<file path="src/hw/rtl/sc1kd_pkg.sv">
// Package for the scancode set 1 key decoder: key numbers, prefix codes,
// event and result types, and the scancode and character tables.
// No dependencies.
`default_nettype none

package sc1kd_pkg;

   // Prefix and sequence bytes
   localparam logic [7:0] SC_E0        = 8'hE0;
   localparam logic [7:0] SC_E1        = 8'hE1;
   localparam logic [7:0] SC_PRT_MAKE1 = 8'h2A;
   localparam logic [7:0] SC_PRT_MAKE2 = 8'h37;
   localparam logic [7:0] SC_PRT_BRK1  = 8'hB7;
   localparam logic [7:0] SC_PRT_BRK2  = 8'hAA;
   localparam logic [7:0] SC_BREAK_BIT = 8'h80;
   localparam logic [7:0] SC_MAKE_MASK = 8'h7F;

   localparam int unsigned PAUSE_LEN = 5;

   // Key numbers
   localparam logic [6:0] K_NONE        = 7'd0;
   localparam logic [6:0] K_ESC         = 7'd1;
   localparam logic [6:0] K_BACKSPACE   = 7'd2;
   localparam logic [6:0] K_TAB         = 7'd3;
   localparam logic [6:0] K_ENTER       = 7'd4;
   localparam logic [6:0] K_SPACE       = 7'd5;
   localparam logic [6:0] K_LSHIFT      = 7'd6;
   localparam logic [6:0] K_RSHIFT      = 7'd7;
   localparam logic [6:0] K_LCTRL       = 7'd8;
   localparam logic [6:0] K_RCTRL       = 7'd9;
   localparam logic [6:0] K_LALT        = 7'd10;
   localparam logic [6:0] K_RALT        = 7'd11;
   localparam logic [6:0] K_CAPSLOCK    = 7'd12;
   localparam logic [6:0] K_NUMLOCK     = 7'd13;
   localparam logic [6:0] K_SCROLLLOCK  = 7'd14;
   localparam logic [6:0] K_F1          = 7'd15;
   localparam logic [6:0] K_DIGIT1      = 7'd27;
   localparam logic [6:0] K_SLASH       = 7'd47;
   localparam logic [6:0] K_A           = 7'd48;
   localparam logic [6:0] K_Z           = 7'd73;
   localparam logic [6:0] K_KP0         = 7'd74;
   localparam logic [6:0] K_KP9         = 7'd83;
   localparam logic [6:0] K_KPDOT       = 7'd84;
   localparam logic [6:0] K_KPASTERISK  = 7'd85;
   localparam logic [6:0] K_KPMINUS     = 7'd86;
   localparam logic [6:0] K_KPPLUS      = 7'd87;
   localparam logic [6:0] K_KPENTER     = 7'd88;
   localparam logic [6:0] K_KPSLASH     = 7'd89;
   localparam logic [6:0] K_UP          = 7'd90;
   localparam logic [6:0] K_DOWN        = 7'd91;
   localparam logic [6:0] K_LEFT        = 7'd92;
   localparam logic [6:0] K_RIGHT       = 7'd93;
   localparam logic [6:0] K_HOME        = 7'd94;
   localparam logic [6:0] K_END         = 7'd95;
   localparam logic [6:0] K_PAGEUP      = 7'd96;
   localparam logic [6:0] K_PAGEDOWN    = 7'd97;
   localparam logic [6:0] K_INSERT      = 7'd98;
   localparam logic [6:0] K_DELETE      = 7'd99;
   localparam logic [6:0] K_PRINTSCREEN = 7'd100;
   localparam logic [6:0] K_PAUSE       = 7'd101;

   // Characters
   localparam logic [6:0] CH_NONE  = 7'h00;
   localparam logic [6:0] CH_BS    = 7'h08;
   localparam logic [6:0] CH_TAB   = 7'h09;
   localparam logic [6:0] CH_NL    = 7'h0A;
   localparam logic [6:0] CH_SPACE = 7'h20;
   localparam logic [6:0] CH_STAR  = 7'h2A;
   localparam logic [6:0] CH_PLUS  = 7'h2B;
   localparam logic [6:0] CH_MINUS = 7'h2D;
   localparam logic [6:0] CH_DOT   = 7'h2E;
   localparam logic [6:0] CH_SLASH = 7'h2F;
   localparam logic [6:0] CH_ZERO  = 7'h30;
   localparam logic [6:0] CH_UPPER = 7'h41;
   localparam logic [6:0] CH_LOWER = 7'h61;

   // Modifier and lock bit positions
   localparam int unsigned MOD_SHIFT = 0;
   localparam int unsigned MOD_CTRL  = 1;
   localparam int unsigned MOD_LALT  = 2;
   localparam int unsigned MOD_ALTGR = 3;
   localparam int unsigned LCK_SCROLL = 0;
   localparam int unsigned LCK_NUM    = 1;
   localparam int unsigned LCK_CAPS   = 2;

   typedef enum logic [1:0] {
      PRT_IDLE,
      PRT_FIRST,
      PRT_SECOND
   } print_state_type;

   typedef struct packed {
      logic       valid;
      logic [6:0] key;
      logic       pressed;
      logic       e0;
      logic       e1;
      logic [6:0] make;
   } key_event_type;

   // Result word, lowest field in the lowest bits
   typedef struct packed {
      logic       leds_changed;
      logic [6:0] ascii_char;
      logic [2:0] lock_states;
      logic [3:0] held_modifiers;
      logic [6:0] make_code;
      logic       extended_e1;
      logic       extended_e0;
      logic       key_pressed;
      logic [6:0] key_code;
   } rsp_word_type;

   function automatic logic [7:0] pause_byte(input logic [2:0] idx);
      logic [7:0] r;
      case (idx)
         3'd0:    r = 8'h1D;
         3'd1:    r = 8'h45;
         3'd2:    r = 8'hE1;
         3'd3:    r = 8'h9D;
         3'd4:    r = 8'hC5;
         default: r = 8'h00;
      endcase
      return r;
   endfunction

   function automatic logic [6:0] base_key(input logic [6:0] mk);
      logic [6:0] k;
      case (mk)
         7'h01: k = K_ESC;
         7'h0E: k = K_BACKSPACE;
         7'h0F: k = K_TAB;
         7'h1C: k = K_ENTER;
         7'h39: k = K_SPACE;
         7'h2A: k = K_LSHIFT;
         7'h36: k = K_RSHIFT;
         7'h1D: k = K_LCTRL;
         7'h38: k = K_LALT;
         7'h3A: k = K_CAPSLOCK;
         7'h45: k = K_NUMLOCK;
         7'h46: k = K_SCROLLLOCK;
         7'h3B: k = K_F1 + 7'd0;
         7'h3C: k = K_F1 + 7'd1;
         7'h3D: k = K_F1 + 7'd2;
         7'h3E: k = K_F1 + 7'd3;
         7'h3F: k = K_F1 + 7'd4;
         7'h40: k = K_F1 + 7'd5;
         7'h41: k = K_F1 + 7'd6;
         7'h42: k = K_F1 + 7'd7;
         7'h43: k = K_F1 + 7'd8;
         7'h44: k = K_F1 + 7'd9;
         7'h57: k = K_F1 + 7'd10;
         7'h58: k = K_F1 + 7'd11;
         7'h02: k = K_DIGIT1 + 7'd0;
         7'h03: k = K_DIGIT1 + 7'd1;
         7'h04: k = K_DIGIT1 + 7'd2;
         7'h05: k = K_DIGIT1 + 7'd3;
         7'h06: k = K_DIGIT1 + 7'd4;
         7'h07: k = K_DIGIT1 + 7'd5;
         7'h08: k = K_DIGIT1 + 7'd6;
         7'h09: k = K_DIGIT1 + 7'd7;
         7'h0A: k = K_DIGIT1 + 7'd8;
         7'h0B: k = K_DIGIT1 + 7'd9;
         7'h0C: k = K_DIGIT1 + 7'd10;
         7'h0D: k = K_DIGIT1 + 7'd11;
         7'h1A: k = K_DIGIT1 + 7'd12;
         7'h1B: k = K_DIGIT1 + 7'd13;
         7'h2B: k = K_DIGIT1 + 7'd14;
         7'h27: k = K_DIGIT1 + 7'd15;
         7'h28: k = K_DIGIT1 + 7'd16;
         7'h29: k = K_DIGIT1 + 7'd17;
         7'h33: k = K_DIGIT1 + 7'd18;
         7'h34: k = K_DIGIT1 + 7'd19;
         7'h35: k = K_SLASH;
         7'h1E: k = K_A + 7'd0;
         7'h30: k = K_A + 7'd1;
         7'h2E: k = K_A + 7'd2;
         7'h20: k = K_A + 7'd3;
         7'h12: k = K_A + 7'd4;
         7'h21: k = K_A + 7'd5;
         7'h22: k = K_A + 7'd6;
         7'h23: k = K_A + 7'd7;
         7'h17: k = K_A + 7'd8;
         7'h24: k = K_A + 7'd9;
         7'h25: k = K_A + 7'd10;
         7'h26: k = K_A + 7'd11;
         7'h32: k = K_A + 7'd12;
         7'h31: k = K_A + 7'd13;
         7'h18: k = K_A + 7'd14;
         7'h19: k = K_A + 7'd15;
         7'h10: k = K_A + 7'd16;
         7'h13: k = K_A + 7'd17;
         7'h1F: k = K_A + 7'd18;
         7'h14: k = K_A + 7'd19;
         7'h16: k = K_A + 7'd20;
         7'h2F: k = K_A + 7'd21;
         7'h11: k = K_A + 7'd22;
         7'h2D: k = K_A + 7'd23;
         7'h15: k = K_A + 7'd24;
         7'h2C: k = K_Z;
         7'h52: k = K_KP0 + 7'd0;
         7'h4F: k = K_KP0 + 7'd1;
         7'h50: k = K_KP0 + 7'd2;
         7'h51: k = K_KP0 + 7'd3;
         7'h4B: k = K_KP0 + 7'd4;
         7'h4C: k = K_KP0 + 7'd5;
         7'h4D: k = K_KP0 + 7'd6;
         7'h47: k = K_KP0 + 7'd7;
         7'h48: k = K_KP0 + 7'd8;
         7'h49: k = K_KP9;
         7'h53: k = K_KPDOT;
         7'h37: k = K_KPASTERISK;
         7'h4A: k = K_KPMINUS;
         7'h4E: k = K_KPPLUS;
         default: k = K_NONE;
      endcase
      return k;
   endfunction

   function automatic logic [6:0] ext_key(input logic [6:0] mk);
      logic [6:0] k;
      case (mk)
         7'h48: k = K_UP;
         7'h50: k = K_DOWN;
         7'h4B: k = K_LEFT;
         7'h4D: k = K_RIGHT;
         7'h47: k = K_HOME;
         7'h4F: k = K_END;
         7'h49: k = K_PAGEUP;
         7'h51: k = K_PAGEDOWN;
         7'h52: k = K_INSERT;
         7'h53: k = K_DELETE;
         7'h1D: k = K_RCTRL;
         7'h38: k = K_RALT;
         7'h1C: k = K_KPENTER;
         7'h35: k = K_KPSLASH;
         default: k = K_NONE;
      endcase
      return k;
   endfunction

   // Digit and punctuation row, plain and shifted
   function automatic logic [6:0] sym_char(input logic [4:0] idx, input logic shift);
      logic [6:0] p;
      logic [6:0] s;
      case (idx)
         5'd0:    begin p = 7'h31; s = 7'h21; end
         5'd1:    begin p = 7'h32; s = 7'h40; end
         5'd2:    begin p = 7'h33; s = 7'h23; end
         5'd3:    begin p = 7'h34; s = 7'h24; end
         5'd4:    begin p = 7'h35; s = 7'h25; end
         5'd5:    begin p = 7'h36; s = 7'h5E; end
         5'd6:    begin p = 7'h37; s = 7'h26; end
         5'd7:    begin p = 7'h38; s = 7'h2A; end
         5'd8:    begin p = 7'h39; s = 7'h28; end
         5'd9:    begin p = 7'h30; s = 7'h29; end
         5'd10:   begin p = 7'h2D; s = 7'h5F; end
         5'd11:   begin p = 7'h3D; s = 7'h2B; end
         5'd12:   begin p = 7'h5B; s = 7'h7B; end
         5'd13:   begin p = 7'h5D; s = 7'h7D; end
         5'd14:   begin p = 7'h5C; s = 7'h7C; end
         5'd15:   begin p = 7'h3B; s = 7'h3A; end
         5'd16:   begin p = 7'h27; s = 7'h22; end
         5'd17:   begin p = 7'h60; s = 7'h7E; end
         5'd18:   begin p = 7'h2C; s = 7'h3C; end
         5'd19:   begin p = 7'h2E; s = 7'h3E; end
         5'd20:   begin p = 7'h2F; s = 7'h3F; end
         default: begin p = CH_NONE; s = CH_NONE; end
      endcase
      return shift ? s : p;
   endfunction

endpackage

`default_nettype wire

</file>
<file path="src/hw/rtl/scancode_set1_key_decoder_unit.sv">
// Top level of the scancode set 1 key decoder: input register, prefix
// tracker, key state and result register.
// Depends on sc1kd_pkg, sc1kd_seq_tracker and sc1kd_key_state.
//
//   channel | dir | handshake          | payload
//   req     | in  | req_tvalid/tready  | req_tdata[7:0]  scan byte
//   rsp     | out | rsp_tvalid/tready  | rsp_tdata[31:0] key event
//
// One byte is accepted per cycle while the result side is not stalled; the accepting edge
// loads the input register, from which its event, if any, is loaded into the result register.
// State updates as a byte leaves the input register, so bytes chain back to back.
// Reset clears prefix, modifier and lock state; no clearing pass.
// A stalled result holds the input register; one more byte can wait there.
`default_nettype none

module scancode_set1_key_decoder_unit
   import sc1kd_pkg::*;
(
   input  wire logic        clock,
   input  wire logic        reset,
   input  wire logic        req_tvalid,
   output logic             req_tready,
   input  wire logic [7:0]  req_tdata,   // [7:0] scan_byte
   output logic             rsp_tvalid,
   input  wire logic        rsp_tready,
   output logic [31:0]      rsp_tdata    // [6:0] key_code, [7] key_pressed,
                                         // [8] extended_e0, [9] extended_e1,
                                         // [16:10] make_code, [20:17] held_modifiers,
                                         // [23:21] lock_states, [30:24] ascii_char,
                                         // [31] leds_changed
);

   logic         s1_valid_ff, s1_valid_in;
   logic [7:0]   s1_byte_ff;
   logic         rsp_valid_ff, rsp_valid_in;
   rsp_word_type rsp_word_ff;

   logic          advance;
   logic          req_accept;
   key_event_type evt;
   rsp_word_type  rsp_word;

   assign advance    = s1_valid_ff && (!rsp_valid_ff || rsp_tready);
   assign req_tready = !s1_valid_ff || advance;
   assign req_accept = req_tvalid && req_tready;

   sc1kd_seq_tracker u_tracker (
      .clock     (clock),
      .reset     (reset),
      .step_en   (advance),
      .scan_byte (s1_byte_ff),
      .evt       (evt)
   );

   sc1kd_key_state u_key_state (
      .clock    (clock),
      .reset    (reset),
      .step_en  (advance),
      .evt      (evt),
      .rsp_word (rsp_word)
   );

   always_comb begin
      s1_valid_in = s1_valid_ff;
      if (req_accept) begin
         s1_valid_in = 1'b1;
      end else if (advance) begin
         s1_valid_in = 1'b0;
      end
   end

   always_comb begin
      rsp_valid_in = rsp_valid_ff;
      if (advance && evt.valid) begin
         rsp_valid_in = 1'b1;
      end else if (rsp_tready) begin
         rsp_valid_in = 1'b0;
      end
   end

   always_ff @(posedge clock) begin
      if (reset) begin
         s1_valid_ff  <= 1'b0;
         rsp_valid_ff <= 1'b0;
      end else begin
         s1_valid_ff  <= s1_valid_in;
         rsp_valid_ff <= rsp_valid_in;
      end
   end

   always_ff @(posedge clock) begin
      if (req_accept) begin
         s1_byte_ff <= req_tdata;
      end
      if (advance && evt.valid) begin
         rsp_word_ff <= rsp_word;
      end
   end

   assign rsp_tvalid = rsp_valid_ff;
   assign rsp_tdata  = rsp_word_ff;

   // Hold the pending byte while the result side is stalled
   a_s1_hold: assert property (@(posedge clock) disable iff (reset)
      (s1_valid_ff && !advance) |=> (s1_valid_ff && $stable(s1_byte_ff)))
      else $error("pending scan byte lost under stall");

   a_no_overwrite: assert property (@(posedge clock) disable iff (reset)
      (rsp_valid_ff && !rsp_tready) |-> !advance)
      else $error("result register overwritten while stalled");

   a_ready_when_empty: assert property (@(posedge clock) disable iff (reset)
      !s1_valid_ff |-> req_tready)
      else $error("input refused with empty input register");

endmodule

`default_nettype wire

</file>
<file path="src/hw/rtl/sc1kd_seq_tracker.sv">
// Prefix tracker for the scancode set 1 key decoder: E0, E1 pause and
// print screen sequences; turns one byte into zero or one key event.
// Depends on sc1kd_pkg.
`default_nettype none

module sc1kd_seq_tracker
   import sc1kd_pkg::*;
(
   input  wire logic          clock,
   input  wire logic          reset,
   input  wire logic          step_en,
   input  wire logic [7:0]    scan_byte,
   output key_event_type      evt
);

   logic            e0_pending_ff, e0_pending_in;
   logic            e1_pending_ff, e1_pending_in;
   logic [2:0]      pause_count_ff, pause_count_in;
   logic            pause_match_ff, pause_match_in;
   print_state_type print_state_ff, print_state_in;
   logic            print_make_ff, print_make_in;

   logic [6:0] make;
   logic       pressed;
   logic       byte_ok;
   logic       last_pause;

   assign make       = scan_byte[6:0] & SC_MAKE_MASK[6:0];
   assign pressed    = (scan_byte & SC_BREAK_BIT) == 8'h00;
   assign byte_ok    = (scan_byte == pause_byte(pause_count_ff)) &&
                       ((pause_count_ff == 3'd0) || pause_match_ff);
   assign last_pause = pause_count_ff == 3'(PAUSE_LEN - 1);

   // Next state
   always_comb begin
      e0_pending_in  = e0_pending_ff;
      e1_pending_in  = e1_pending_ff;
      pause_count_in = pause_count_ff;
      pause_match_in = pause_match_ff;
      print_state_in = print_state_ff;
      print_make_in  = print_make_ff;
      if (e1_pending_ff) begin
         pause_match_in = byte_ok;
         if (last_pause) begin
            e1_pending_in  = 1'b0;
            pause_count_in = 3'd0;
         end else begin
            pause_count_in = pause_count_ff + 3'd1;
         end
      end else if (e0_pending_ff && (print_state_ff != PRT_IDLE)) begin
         if ((print_state_ff == PRT_FIRST) && (scan_byte == SC_E0)) begin
            print_state_in = PRT_SECOND;
         end else begin
            e0_pending_in  = 1'b0;
            print_state_in = PRT_IDLE;
         end
      end else if (scan_byte == SC_E0) begin
         e0_pending_in = 1'b1;
      end else if (scan_byte == SC_E1) begin
         e1_pending_in  = 1'b1;
         pause_count_in = 3'd0;
      end else if (e0_pending_ff) begin
         if ((scan_byte == SC_PRT_MAKE1) || (scan_byte == SC_PRT_BRK1)) begin
            print_make_in  = scan_byte == SC_PRT_MAKE1;
            print_state_in = PRT_FIRST;
         end else begin
            e0_pending_in = 1'b0;
         end
      end
   end

   // Event outputs
   always_comb begin
      evt = '{valid: 1'b0, key: K_NONE, pressed: pressed, e0: 1'b0, e1: 1'b0,
              make: make};
      if (e1_pending_ff) begin
         if (last_pause && byte_ok) begin
            evt = '{valid: 1'b1, key: K_PAUSE, pressed: 1'b1, e0: 1'b0, e1: 1'b1,
                    make: 7'd0};
         end
      end else if (e0_pending_ff && (print_state_ff != PRT_IDLE)) begin
         if (print_state_ff == PRT_SECOND) begin
            if (print_make_ff && (scan_byte == SC_PRT_MAKE2)) begin
               evt = '{valid: 1'b1, key: K_PRINTSCREEN, pressed: 1'b1, e0: 1'b1,
                       e1: 1'b0, make: 7'd0};
            end else if (!print_make_ff && (scan_byte == SC_PRT_BRK2)) begin
               evt = '{valid: 1'b1, key: K_PRINTSCREEN, pressed: 1'b0, e0: 1'b1,
                       e1: 1'b0, make: 7'd0};
            end
         end
      end else if ((scan_byte == SC_E0) || (scan_byte == SC_E1)) begin
         evt.valid = 1'b0;
      end else if (e0_pending_ff) begin
         if ((scan_byte != SC_PRT_MAKE1) && (scan_byte != SC_PRT_BRK1)) begin
            evt.valid = 1'b1;
            evt.key   = ext_key(make);
            evt.e0    = 1'b1;
         end
      end else begin
         evt.valid = 1'b1;
         evt.key   = base_key(make);
      end
   end

   always_ff @(posedge clock) begin
      if (reset) begin
         e0_pending_ff  <= 1'b0;
         e1_pending_ff  <= 1'b0;
         pause_count_ff <= 3'd0;
         print_state_ff <= PRT_IDLE;
      end else if (step_en) begin
         e0_pending_ff  <= e0_pending_in;
         e1_pending_ff  <= e1_pending_in;
         pause_count_ff <= pause_count_in;
         print_state_ff <= print_state_in;
      end
   end

   always_ff @(posedge clock) begin
      if (step_en) begin
         pause_match_ff <= pause_match_in;
         print_make_ff  <= print_make_in;
      end
   end

   a_pause_count_range: assert property (@(posedge clock) disable iff (reset)
      pause_count_ff <= 3'(PAUSE_LEN - 1))
      else $error("pause byte count out of range");

   a_print_needs_e0: assert property (@(posedge clock) disable iff (reset)
      (print_state_ff != PRT_IDLE) |-> (e0_pending_ff && !e1_pending_ff))
      else $error("print screen sequence without E0 or inside pause");

   a_pause_ends_full: assert property (@(posedge clock) disable iff (reset)
      ($fell(e1_pending_ff) && !$past(reset)) |->
         ($past(pause_count_ff) == 3'(PAUSE_LEN - 1)))
      else $error("pause collection ended early");

endmodule

`default_nettype wire

</file>
<file path="src/hw/rtl/sc1kd_key_state.sv">
// Modifier and lock tracking plus ASCII mapping for the scancode set 1
// key decoder; builds the result word for one key event.
// Depends on sc1kd_pkg.
`default_nettype none

module sc1kd_key_state
   import sc1kd_pkg::*;
(
   input  wire logic          clock,
   input  wire logic          reset,
   input  wire logic          step_en,
   input  wire key_event_type evt,
   output rsp_word_type       rsp_word
);

   logic [3:0] held_ff, held_in;
   logic [2:0] lock_ff, lock_in;
   logic       leds;
   logic [6:0] ascii;
   logic [4:0] sym_idx;
   logic [6:0] key_off_a;
   logic [6:0] key_off_kp;

   always_comb begin
      held_in = held_ff;
      lock_in = lock_ff;
      leds    = 1'b0;
      case (evt.key)
         K_LSHIFT, K_RSHIFT: held_in[MOD_SHIFT] = evt.pressed;
         K_LCTRL, K_RCTRL:   held_in[MOD_CTRL]  = evt.pressed;
         K_LALT:             held_in[MOD_LALT]  = evt.pressed;
         K_RALT:             held_in[MOD_ALTGR] = evt.pressed;
         K_CAPSLOCK: begin
            lock_in[LCK_CAPS] = lock_ff[LCK_CAPS] ^ evt.pressed;
            leds              = evt.pressed;
         end
         K_NUMLOCK: begin
            lock_in[LCK_NUM] = lock_ff[LCK_NUM] ^ evt.pressed;
            leds             = evt.pressed;
         end
         K_SCROLLLOCK: begin
            lock_in[LCK_SCROLL] = lock_ff[LCK_SCROLL] ^ evt.pressed;
            leds                = evt.pressed;
         end
         default: leds = 1'b0;
      endcase
   end

   assign key_off_a  = evt.key - K_A;
   assign key_off_kp = evt.key - K_KP0;
   assign sym_idx    = 5'(evt.key - K_DIGIT1);

   // Map with the flags as they stand after this event
   always_comb begin
      ascii = CH_NONE;
      if ((evt.key == K_ENTER) || (evt.key == K_KPENTER)) begin
         ascii = CH_NL;
      end else if (evt.key == K_TAB) begin
         ascii = CH_TAB;
      end else if (evt.key == K_BACKSPACE) begin
         ascii = CH_BS;
      end else if (evt.key == K_SPACE) begin
         ascii = CH_SPACE;
      end else if (evt.key inside {[K_A:K_Z]}) begin
         ascii = ((held_in[MOD_SHIFT] ^ lock_in[LCK_CAPS]) ? CH_UPPER : CH_LOWER)
                 + key_off_a;
      end else if (evt.key inside {[K_DIGIT1:K_SLASH]}) begin
         ascii = sym_char(sym_idx, held_in[MOD_SHIFT]);
      end else if (evt.key inside {[K_KP0:K_KP9]}) begin
         ascii = lock_in[LCK_NUM] ? (CH_ZERO + key_off_kp) : CH_NONE;
      end else if (evt.key == K_KPDOT) begin
         ascii = lock_in[LCK_NUM] ? CH_DOT : CH_NONE;
      end else if (evt.key == K_KPPLUS) begin
         ascii = CH_PLUS;
      end else if (evt.key == K_KPMINUS) begin
         ascii = CH_MINUS;
      end else if (evt.key == K_KPASTERISK) begin
         ascii = CH_STAR;
      end else if (evt.key == K_KPSLASH) begin
         ascii = CH_SLASH;
      end
   end

   assign rsp_word = '{leds_changed: leds, ascii_char: ascii, lock_states: lock_in,
                       held_modifiers: held_in, make_code: evt.make,
                       extended_e1: evt.e1, extended_e0: evt.e0,
                       key_pressed: evt.pressed, key_code: evt.key};

   always_ff @(posedge clock) begin
      if (reset) begin
         held_ff <= 4'd0;
         lock_ff <= 3'd0;
      end else if (step_en && evt.valid) begin
         held_ff <= held_in;
         lock_ff <= lock_in;
      end
   end

endmodule

`default_nettype wire
</file>
<file path="config.mk">
export PLATFORM = sky130hd
export DESIGN_NAME = scancode_set1_key_decoder_unit
export DESIGN_NICKNAME = d
export VERILOG_FILES = /design/src/hw/rtl/sc1kd_pkg.sv /design/src/hw/rtl/scancode_set1_key_decoder_unit.sv /design/src/hw/rtl/sc1kd_seq_tracker.sv /design/src/hw/rtl/sc1kd_key_state.sv
export SDC_FILE = /design/constraint.sdc
export NUM_CORES = 1
export LEC_CHECK = 0
export CAP_MARGIN = 40
export CORE_UTILIZATION = 60
export DETAILED_ROUTE_END_ITERATION = 12
export DONT_BUFFER_PORTS = 1
export PLACE_DENSITY_LB_ADDON = 0.25
export RECOVER_POWER = 25
export SYNTH_ARGS = -nofsm -noshare
export SYNTH_HDL_FRONTEND = slang
export SYNTH_SLANG_ARGS = --single-unit
</file>
<file path="constraint.sdc">
create_clock -name clock -period 6.1 [get_ports clock]
set_input_delay 1.22 -clock clock [delete_from_list [all_inputs] [get_ports clock]]
set_output_delay 1.22 -clock clock [all_outputs]
set_load 0.01 [all_outputs]
</file>
==> results.toml, run 1 <==
[run_status]
status = "complete, no violations"

[die]
io_pins = 46
die-area_um2 = 10000
die_h_um = 100
coreArea_um2 = 9280
fp.dieW_um = 100
initial_utilization_pct = 62.1
row_count = 35

[sta]
holdWs_ns = 0.494
hold_viol = 0
setup_viol = 0
rsz0062_at_grt = "no"
fmax_mhz = 172
worst_clock_skew_ns = 0.0160
final.setup.worst_slack_ns = 0.301
period_needed_ns = 5.80
min_period_over_period_pct = 95.1
tns_ns = 0
slew_violations = 0
slew_headroom_pct = 53.7
worst_pin_slew_ns = 0.677

[worst_hold_path]
hp-start = "u_key_state.held_ff[3]"
hp-class = "reg2reg"

[clock_network]
cts_tree = "yes"
clockBufferDepth = 2
cts_hold_buf = 0
post_cts_resized = 0
htreeDepth = 3
cts_setup_buffers = 0
numCtsBuffers = 9
cts_num_sinks = 65
insertion_delay_ns = 0.36
clockRootBuffer = "clkbuf_8"
cts.reportedPaths.clkPinSlew_ns = 0.08

[layout]
n_antenna_cell = 0
post-route-util_pct = 65.0
drive_above_1_share_pct = 9.29
layout_common_cells = "nand2_1, nor2_1, a21oi_1, o21ai_0, edfxtp_1"
finalNetCount = 716
layout_commonest_cell = "nand2_1"
n_fill_cell = 808
syn2layout_area_growth_pct = 4.71

[synth]
synth.avg_cell_area_um2 = 8.35
ys.flop_type = "edfxtp_1"
syn_inst = 691
synth_edf_count = 42
ys_warn_count = 0
syn-num-nets = 734
ys_ff_latch = 65
synth-async-reset-ratio_pct = 0
synthesis.area_um2 = 5770
ys_types = 90
seq_area_frac_synth_pct = 29.9

[route]
antenna_left = 0
wl_met1_um = 6520
met3_length_um = 1280
firstDrtPassIters = 5
wire_per_inst_um = 19.5
drtIter0Drc = 441
wl_met2_um = 7450
viasPerCell = 6.85
num_vias = 5527
drc_errors = 0
wl_um = 15700
maxUsedRoutingLayer = "met4"

[grt]
antenna_found_initial = 0
grt_pass1_wl_um = 25800
overflow = 0
grt_max_degree = 43
grtUsageTotal_pct = 32.7
first_global_vias = 5188

[place]
gp_congestion = 0.959
pre_cts_slack_ns = 0.489
hpwl_um = 11400
io_buffers = 0

[pwr]
p_per_area_nw_per_um2 = 242
power_frac_comb_pct = 38.9
netSwitchingFraction_pct = 39.4
ir_drop_mv = 0.118
p_int_w = 0.000887
p_clk_share_pct = 24.4
switching_power_w = 0.000577
power_leakage_nw = 2.14
p_seq_share_pct = 36.7

[setup_path]
r2r_start = "s1_byte_ff[0]"
cp.required_ns = 6.17
path_class = "reg2reg"
r2r_slack_ns = 0.30
arrival_ns = 5.87
crit_path_start = "s1_byte_ff[0]"
endpoint_kind = "register"
cp_max_fo = 16
cp-start-kind = "register"

[flow_run]
cap_viol_max_count = 0
## synthesized netlist by cell type, types with 5 or more instances
master,number,area (µm²)
dfxtp_1,23,460
clkbuf_1,33,124
or3_1,9,56.3
nor3_1,26,130
o22ai_1,13,81.3
xor2_1,6,52.6
nand4_1,6,37.5
mux2i_1,12,120
nand3_1,15,75.1
ha_1,31,388
nor2_1,65,244
o21a_1,6,45.0
edfxtp_1,42,1260
nand2b_1,14,87.6
o211ai_1,12,90.1
a21oi_1,46,230
mux2_2,9,101
nor4b_1,5,43.8
o31ai_1,8,60.1
or2_2,5,31.3
xnor2_1,10,87.6
and2_1,8,50.1
o31a_1,6,52.6
nand2_1,67,251
a31oi_1,11,68.8
o21ai_0,42,210
nor2b_1,8,50.1
o2111ai_1,10,87.6
inv_1,26,97.6
a211oi_1,11,82.6
## logic make-up after synthesis
logic type | count (synthesis) | synth area share (%)
mux | 26 | 5.53
buf+inv | 68 | 4.64
xor+xnor | 16 | 2.43
flops | 65 | 29.9
fa+ha+maj | 32 | 6.90
compound gates | 219 | 26.9
simple gates | 265 | 23.7
## power by group through the flow
stage	Clock [W]	Combinational [W]	Sequential [W]
6_report	0.000357	0.000569	0.000537
5_1_grt	0.000379	0.000620	0.000542
4_1_cts	0.000362	0.000554	0.000537
3_5_place_dp	0	0.000550	0.000547
3_3_place_gp	0	0.000546	0.000546
2_1_floorplan	0	0.000431	0.000533
## final cells by class
type	instances	area, µm²	area share [%]
clock buffer	11	153	2.53
clock inverter	5	37.5	0.622
inverter	30	113	1.86
multi-input combinational	558	3780	62.7
sequential	65	1720	28.5
tap	129	161	2.67
timing repair buffer	9	67.6	1.12
## worst max-delay path, stage by stage, from the launching register on
cell and delay, ns:
edfxtp_1 0.62, or4b_1 0.64, nor3_1 0.34, o21ai_0 0.28
o2111a_1 0.29, or2_2 0.44, inv_1 0.28, ha_1 0.43
nor2_1 0.15, nor4_2 0.56, or2_1 0.50, xnor2_1 0.15
ha_1 0.33, a21oi_1 0.17, xor2_1 0.23, o22ai_1 0.10
## per-stage QoR
| stage | area [µm²] | power, W | std cells |
|---|---|---|---|
| after global routing | 6040 | 0.00154 | 807 |
| after floorplan | 5770 | 0.000964 | 691 |
| after global placement | 5840 | 0.00109 | 789 |
| after detailed placement | 5850 | 0.00110 | 791 |
| final | 6040 | 0.00146 | 807 |
| after CTS | 6040 | 0.00145 | 807 |
## path summary, 6_finish.rpt
check,to,cells past startpoint
setup / recovery,rsp_tdata[30],15
hold / removal,u_key_state.held_ff[3],2
setup reg to reg,rsp_tdata[30],15
hold reg to reg,u_key_state.held_ff[3],2
## routing by layer
metal	GRT usage (%)	up-vias
li1	-	2582
met1	43.0	2597
met2	53.4	309
met3	5.29	39
met4	14.3	0
met5	0	-
Power figures use the tool's default switching activity.
==> run 2, diff against run 1 <==
- SYNTH_HIERARCHICAL: default -> 1
==> results.toml, run 2 <==
[run_status]
status = "finished, violations left"
violations = "design-rule violations"

[synth]
seq_area_frac_synth_pct = 28.5
synth_compound_area_share_pct = 26.5
yosys.area_share.simple_pct = 24.0
synthAdderAreaFrac_pct = 6.53
ys_types = 78
synth_commonest_cells = "nor2_1, nand2_1, o21ai_0"
syn-num-nets = 730
syn_inst = 689
ys_top_cells_by_area = "edfxtp_1, ha_1, dfxtp_1"
ys_ff_latch = 58
yosysMostFrequentCell = "nor2_1"
synthesis.area_um2 = 5560
yosysTopAreaCell = "edfxtp_1"
synth-async-reset-ratio_pct = 0
synthMuxAreaShare_pct = 2.79
synth_top_family_by_area = "compound AO/OA/AOI/OAI gates"
synth.avg_cell_area_um2 = 8.06
synth_xor_area_share_pct = 3.47
netlist.area_leader.share_pct = 22.7
ys.flop_type = "edfxtp_1"
synth_edf_count = 42
ys_warn_count = 6

[sta]
period_needed_ns = 5.52
fmax_mhz = 181
worst_pin_slew_ns = 0.827
tns_ns = 0
worst_clock_skew_ns = 0.0118
hold_viol = 0
slew_violations = 0
slew_headroom_pct = 44.7
rsz0062_at_grt = "no"
setup_viol = 0
min_period_over_period_pct = 90.4
holdWs_ns = 0.495

[clock_network]
clockRootBuffer = "clkbuf_8"
cts_num_sinks = 58
post_cts_resized = 0
insertion_delay_ns = 0.34
cts_hold_buf = 0
cts.reportedPaths.clkPinSlew_ns = 0.07
clockBufferDepth = 2
htreeDepth = 3
cts_tree = "yes"
cts_setup_buffers = 0
numCtsBuffers = 9

[layout]
n_fill_cell = 767
multiInputGateArea_um2 = 3510
largest_register_ffs = 32
n_antenna_cell = 0
layout_common_cells = "nor2_1, nand2_1, o21ai_0, a21oi_1, edfxtp_1"
finalNetCount = 696
instances_no_fill = 768
drive_above_1_share_pct = 9.09
seq_area_um2 = 1580
syn2layout_area_growth_pct = 2.86
layout_commonest_cell = "nor2_1"

[pwr]
power_leakage_nw = 2.03
ir_drop_mv = 0.157
total_power_w = 0.00130
p_per_area_nw_per_um2 = 227

[setup_path]
cp.required_ns = 6.19
r2r_slack_ns = 0.58
arrival_ns = 5.61
cp_max_fo = 12
cp-start-kind = "register"
path_class = "reg2reg"
endpoint_kind = "register"

[route]
wire_per_inst_um = 20.5
num_vias = 5407
drtIter0Drc = 874
firstDrtPassIters = 10
antenna_left = 0
drc_errors = 4
viasPerCell = 7.04
wl_um = 15700

[place]
io_buffers = 0
gp_congestion = 1.01
dp.cells = 752
hpwl_um = 11200

[die]
row_count = 34
die_h_um = 98.2
die-area_um2 = 9650
fp.dieW_um = 98.2
coreArea_um2 = 8850
initial_utilization_pct = 62.8
io_pins = 46

[worst_hold_path]
hp-class = "reg2reg"

[grt]
antenna_found_initial = 0
first_global_vias = 4920
grt_pass1_wl_um = 25100
grtUsageTotal_pct = 32.6
overflow = 0
grt_max_degree = 33

[flow_run]
cap_viol_max_count = 0
run 2: where the power goes:
part	switching, W	leakage [nW]	internal (W)	total [W]
combinational	0.000282	1.40	0.000150	0.000432
sequential	0.0000235	0.527	0.000446	0.000470
clock	0.000165	0.103	0.000229	0.000394
total	0.000470	2.03	0.000826	0.00130
run 2: cell families after synthesis:
logic type,after synthesis
and+or+nand+nor,255
xor gates and xnor gates,22
AOI/OAI and AO/OA,216
DFF,58
adders and majority gates,29
muxes,15
buffers and inverters,94
run 2: per-layer routing:
layer,global-route usage [%],part of all wire [%],vias to the layer above
li1,-,-,2460
met1,46.6,43,2537
met2,47.5,43,367
met3,8.80,12,43
met4,10.3,1.9,0
met5,0,0,-
run 2: path summary, 6_finish.rpt:
check	from	to	depth (start not counted)
worst min register to register	u_key_state/held_ff[3]	u_key_state/held_ff[3]	2
worst max register to register	s1_byte_ff[0]	rsp_tdata[29]	15
worst max-delay path	s1_byte_ff[0]	rsp_tdata[29]	15
worst min-delay path	u_key_state/held_ff[3]	u_key_state/held_ff[3]	2
run 2: per-stage QoR:
step	area (µm²)	util [%]	setup WS, ns
6_report	5720	64.6	0.585
5_1_grt	5720	64.6	0.231
4_1_cts	5730	64.7	0.744
3_5_place_dp	5510	62.3	0.779
3_3_place_gp	5510	62.3	0.902
2_1_floorplan	5560	-	1.23
run 2: final cells by class:
| type | instances | area share [%] |
|---|---|---|
| clock buffer | 9 | 2.17 |
| clock inverter | 7 | 1.62 |
| inverter | 26 | 1.71 |
| multi-input combinational | 537 | 61.4 |
| sequential | 58 | 27.7 |
| tap | 108 | 2.36 |
| timing repair buffer | 23 | 3.02 |
run 2: critical path, cell delays in order, from the launching register on:
cell	delay (ns)
edfxtp_1	0.61
inv_1	0.25
ha_1	0.41
nor2_1	0.17
o31a_1	0.22
nor2b_1	0.34
nand3b_1	0.26
a21oi_1	0.19
a211o_1	0.35
ha_1	0.51
buf_4	0.27
a21oi_1	0.10
o32ai_1	0.74
o21ai_0	0.27
o311a_1	0.37
o21a_1	0.19
==> run 3, diff against run 2 <==
- CORE_UTILIZATION: 60 -> 35
==> results.toml, run 3 (same netlist as run 2, synthesis figures left out) <==
[run_status]
status = "complete, no violations"

[sta]
period_needed_ns = 5.28
min_period_over_period_pct = 86.6
slew_headroom_pct = 41.9
setup_viol = 0
worst_clock_skew_ns = 0.0142
fmax_mhz = 189
holdWs_ns = 0.491
slew_violations = 0
tns_ns = 0
final.setup.worst_slack_ns = 0.819
hold_viol = 0
worst_pin_slew_ns = 0.872
rsz0062_at_grt = "no"

[flow_run]
cap_viol_max_count = 0

[die]
io_pins = 46
coreArea_um2 = 15400
die_h_um = 128
fp.dieW_um = 128
initial_utilization_pct = 36.1
die-area_um2 = 16400
row_count = 45

[setup_path]
cp_max_fo = 12
cp.required_ns = 6.17
cp-start-kind = "register"
arrival_ns = 5.35
path_class = "reg2reg"
endpoint_kind = "register"

[pwr]
power_frac_comb_pct = 31.4
switching_power_w = 0.000470
power_leakage_nw = 2.05
p_clk_share_pct = 33.9
p_per_area_nw_per_um2 = 231
p_int_w = 0.000891
netSwitchingFraction_pct = 34.5
p_seq_share_pct = 34.7
ir_drop_mv = 0.132

[layout]
syn2layout_area_growth_pct = 5.90
drive_above_1_share_pct = 8.09
n_fill_cell = 1556
largest_register_ffs = 32
n_antenna_cell = 0
post-route-util_pct = 38.3
layout_common_cells = "nor2_1, nand2_1, o21ai_0, a21oi_1, edfxtp_1"
finalNetCount = 691
layout_commonest_cell = "nor2_1"

[route]
num_vias = 5327
antenna_left = 0
wl_um = 16100
drc_errors = 0
viasPerCell = 6.15
firstDrtPassIters = 6
wire_per_inst_um = 18.6
drtIter0Drc = 686

[clock_network]
cts.reportedPaths.clkPinSlew_ns = 0.06
numCtsBuffers = 9
cts_hold_buf = 0
cts_tree = "yes"
clockBufferDepth = 2
clockRootBuffer = "clkbuf_16"
htreeDepth = 3
insertion_delay_ns = 0.33
cts_num_sinks = 58
post_cts_resized = 0
cts_setup_buffers = 0

[place]
io_buffers = 0
hpwl_um = 11500
pre_cts_slack_ns = 0.887
gp_congestion = 0.974

[worst_hold_path]
hp-class = "reg2reg"

[grt]
antenna_found_initial = 0
grtUsageTotal_pct = 20.0
overflow = 0
grt_max_degree = 33
grt_pass1_wl_um = 26000
first_global_vias = 4947
-- run 3: area by class of cell --
type	count	area, µm²	area share [%]
Sequential cell	58	1580	26.9
Clock inverter	3	15.0	0.255
Multi-Input combinational cell	537	3520	59.8
Inverter	26	97.6	1.66
Tap cell	211	264	4.49
Timing Repair Buffer	18	148	2.51
Clock buffer	13	262	4.44
-- run 3: final timing paths --
kind	slack (ns)	from	endpoint	depth (start not counted)
worst max-delay path	0.82	s1_byte_ff[1]	rsp_tdata[30]	20
worst min-delay path	0.49	u_key_state/held_ff[3]	u_key_state/held_ff[3]	2
worst max register to register	0.82	s1_byte_ff[1]	rsp_tdata[30]	20
worst min register to register	0.49	u_key_state/held_ff[3]	u_key_state/held_ff[3]	2
-- run 3: power by group through the flow --
stage,clock [W],sequential [W],combinational (W)
floorplan,0,0.000468,0.000333
global placement,0,0.000481,0.000414
detailed placement,0,0.000480,0.000414
CTS,0.000472,0.000473,0.000416
global route,0.000489,0.000475,0.000466
finish,0.000462,0.000473,0.000427
-- run 3: per-layer routing --
layer	wire length, µm	vias to the layer above	GRT usage [%]
met5	0	-	0
met4	406	0	7.54
li1	-	2452	-
met1	7300	2492	28.4
met3	1600	46	5.18
met2	6820	337	28.9
-- run 3: worst max-delay path, cell delays in order, from the launching register on --
cell	delay [ns]
edfxtp_1	0.43
buf_4	0.19
inv_1	0.20
ha_1	0.47
nor2_1	0.12
o31a_1	0.31
nor2b_1	0.21
nand3b_1	0.24
a21oi_1	0.07
a211o_1	0.40
inv_1	0.30
ha_1	0.38
nor2_1	0.17
nor3_4	0.14
mux2i_1	0.30
inv_2	0.16
xnor2_1	0.16
ha_1	0.31
a21oi_1	0.17
xnor2_1	0.15
o32ai_1	0.11
-- run 3: per-stage QoR --
step                      area (µm²)  power (W)  cells
after CTS                       5900    0.00136    866
final                           5880    0.00136    866
after detailed placement        5620   0.000894    850
after floorplan                 5560   0.000802    689
after global placement          5600   0.000895    849
after global routing            5880    0.00143    866
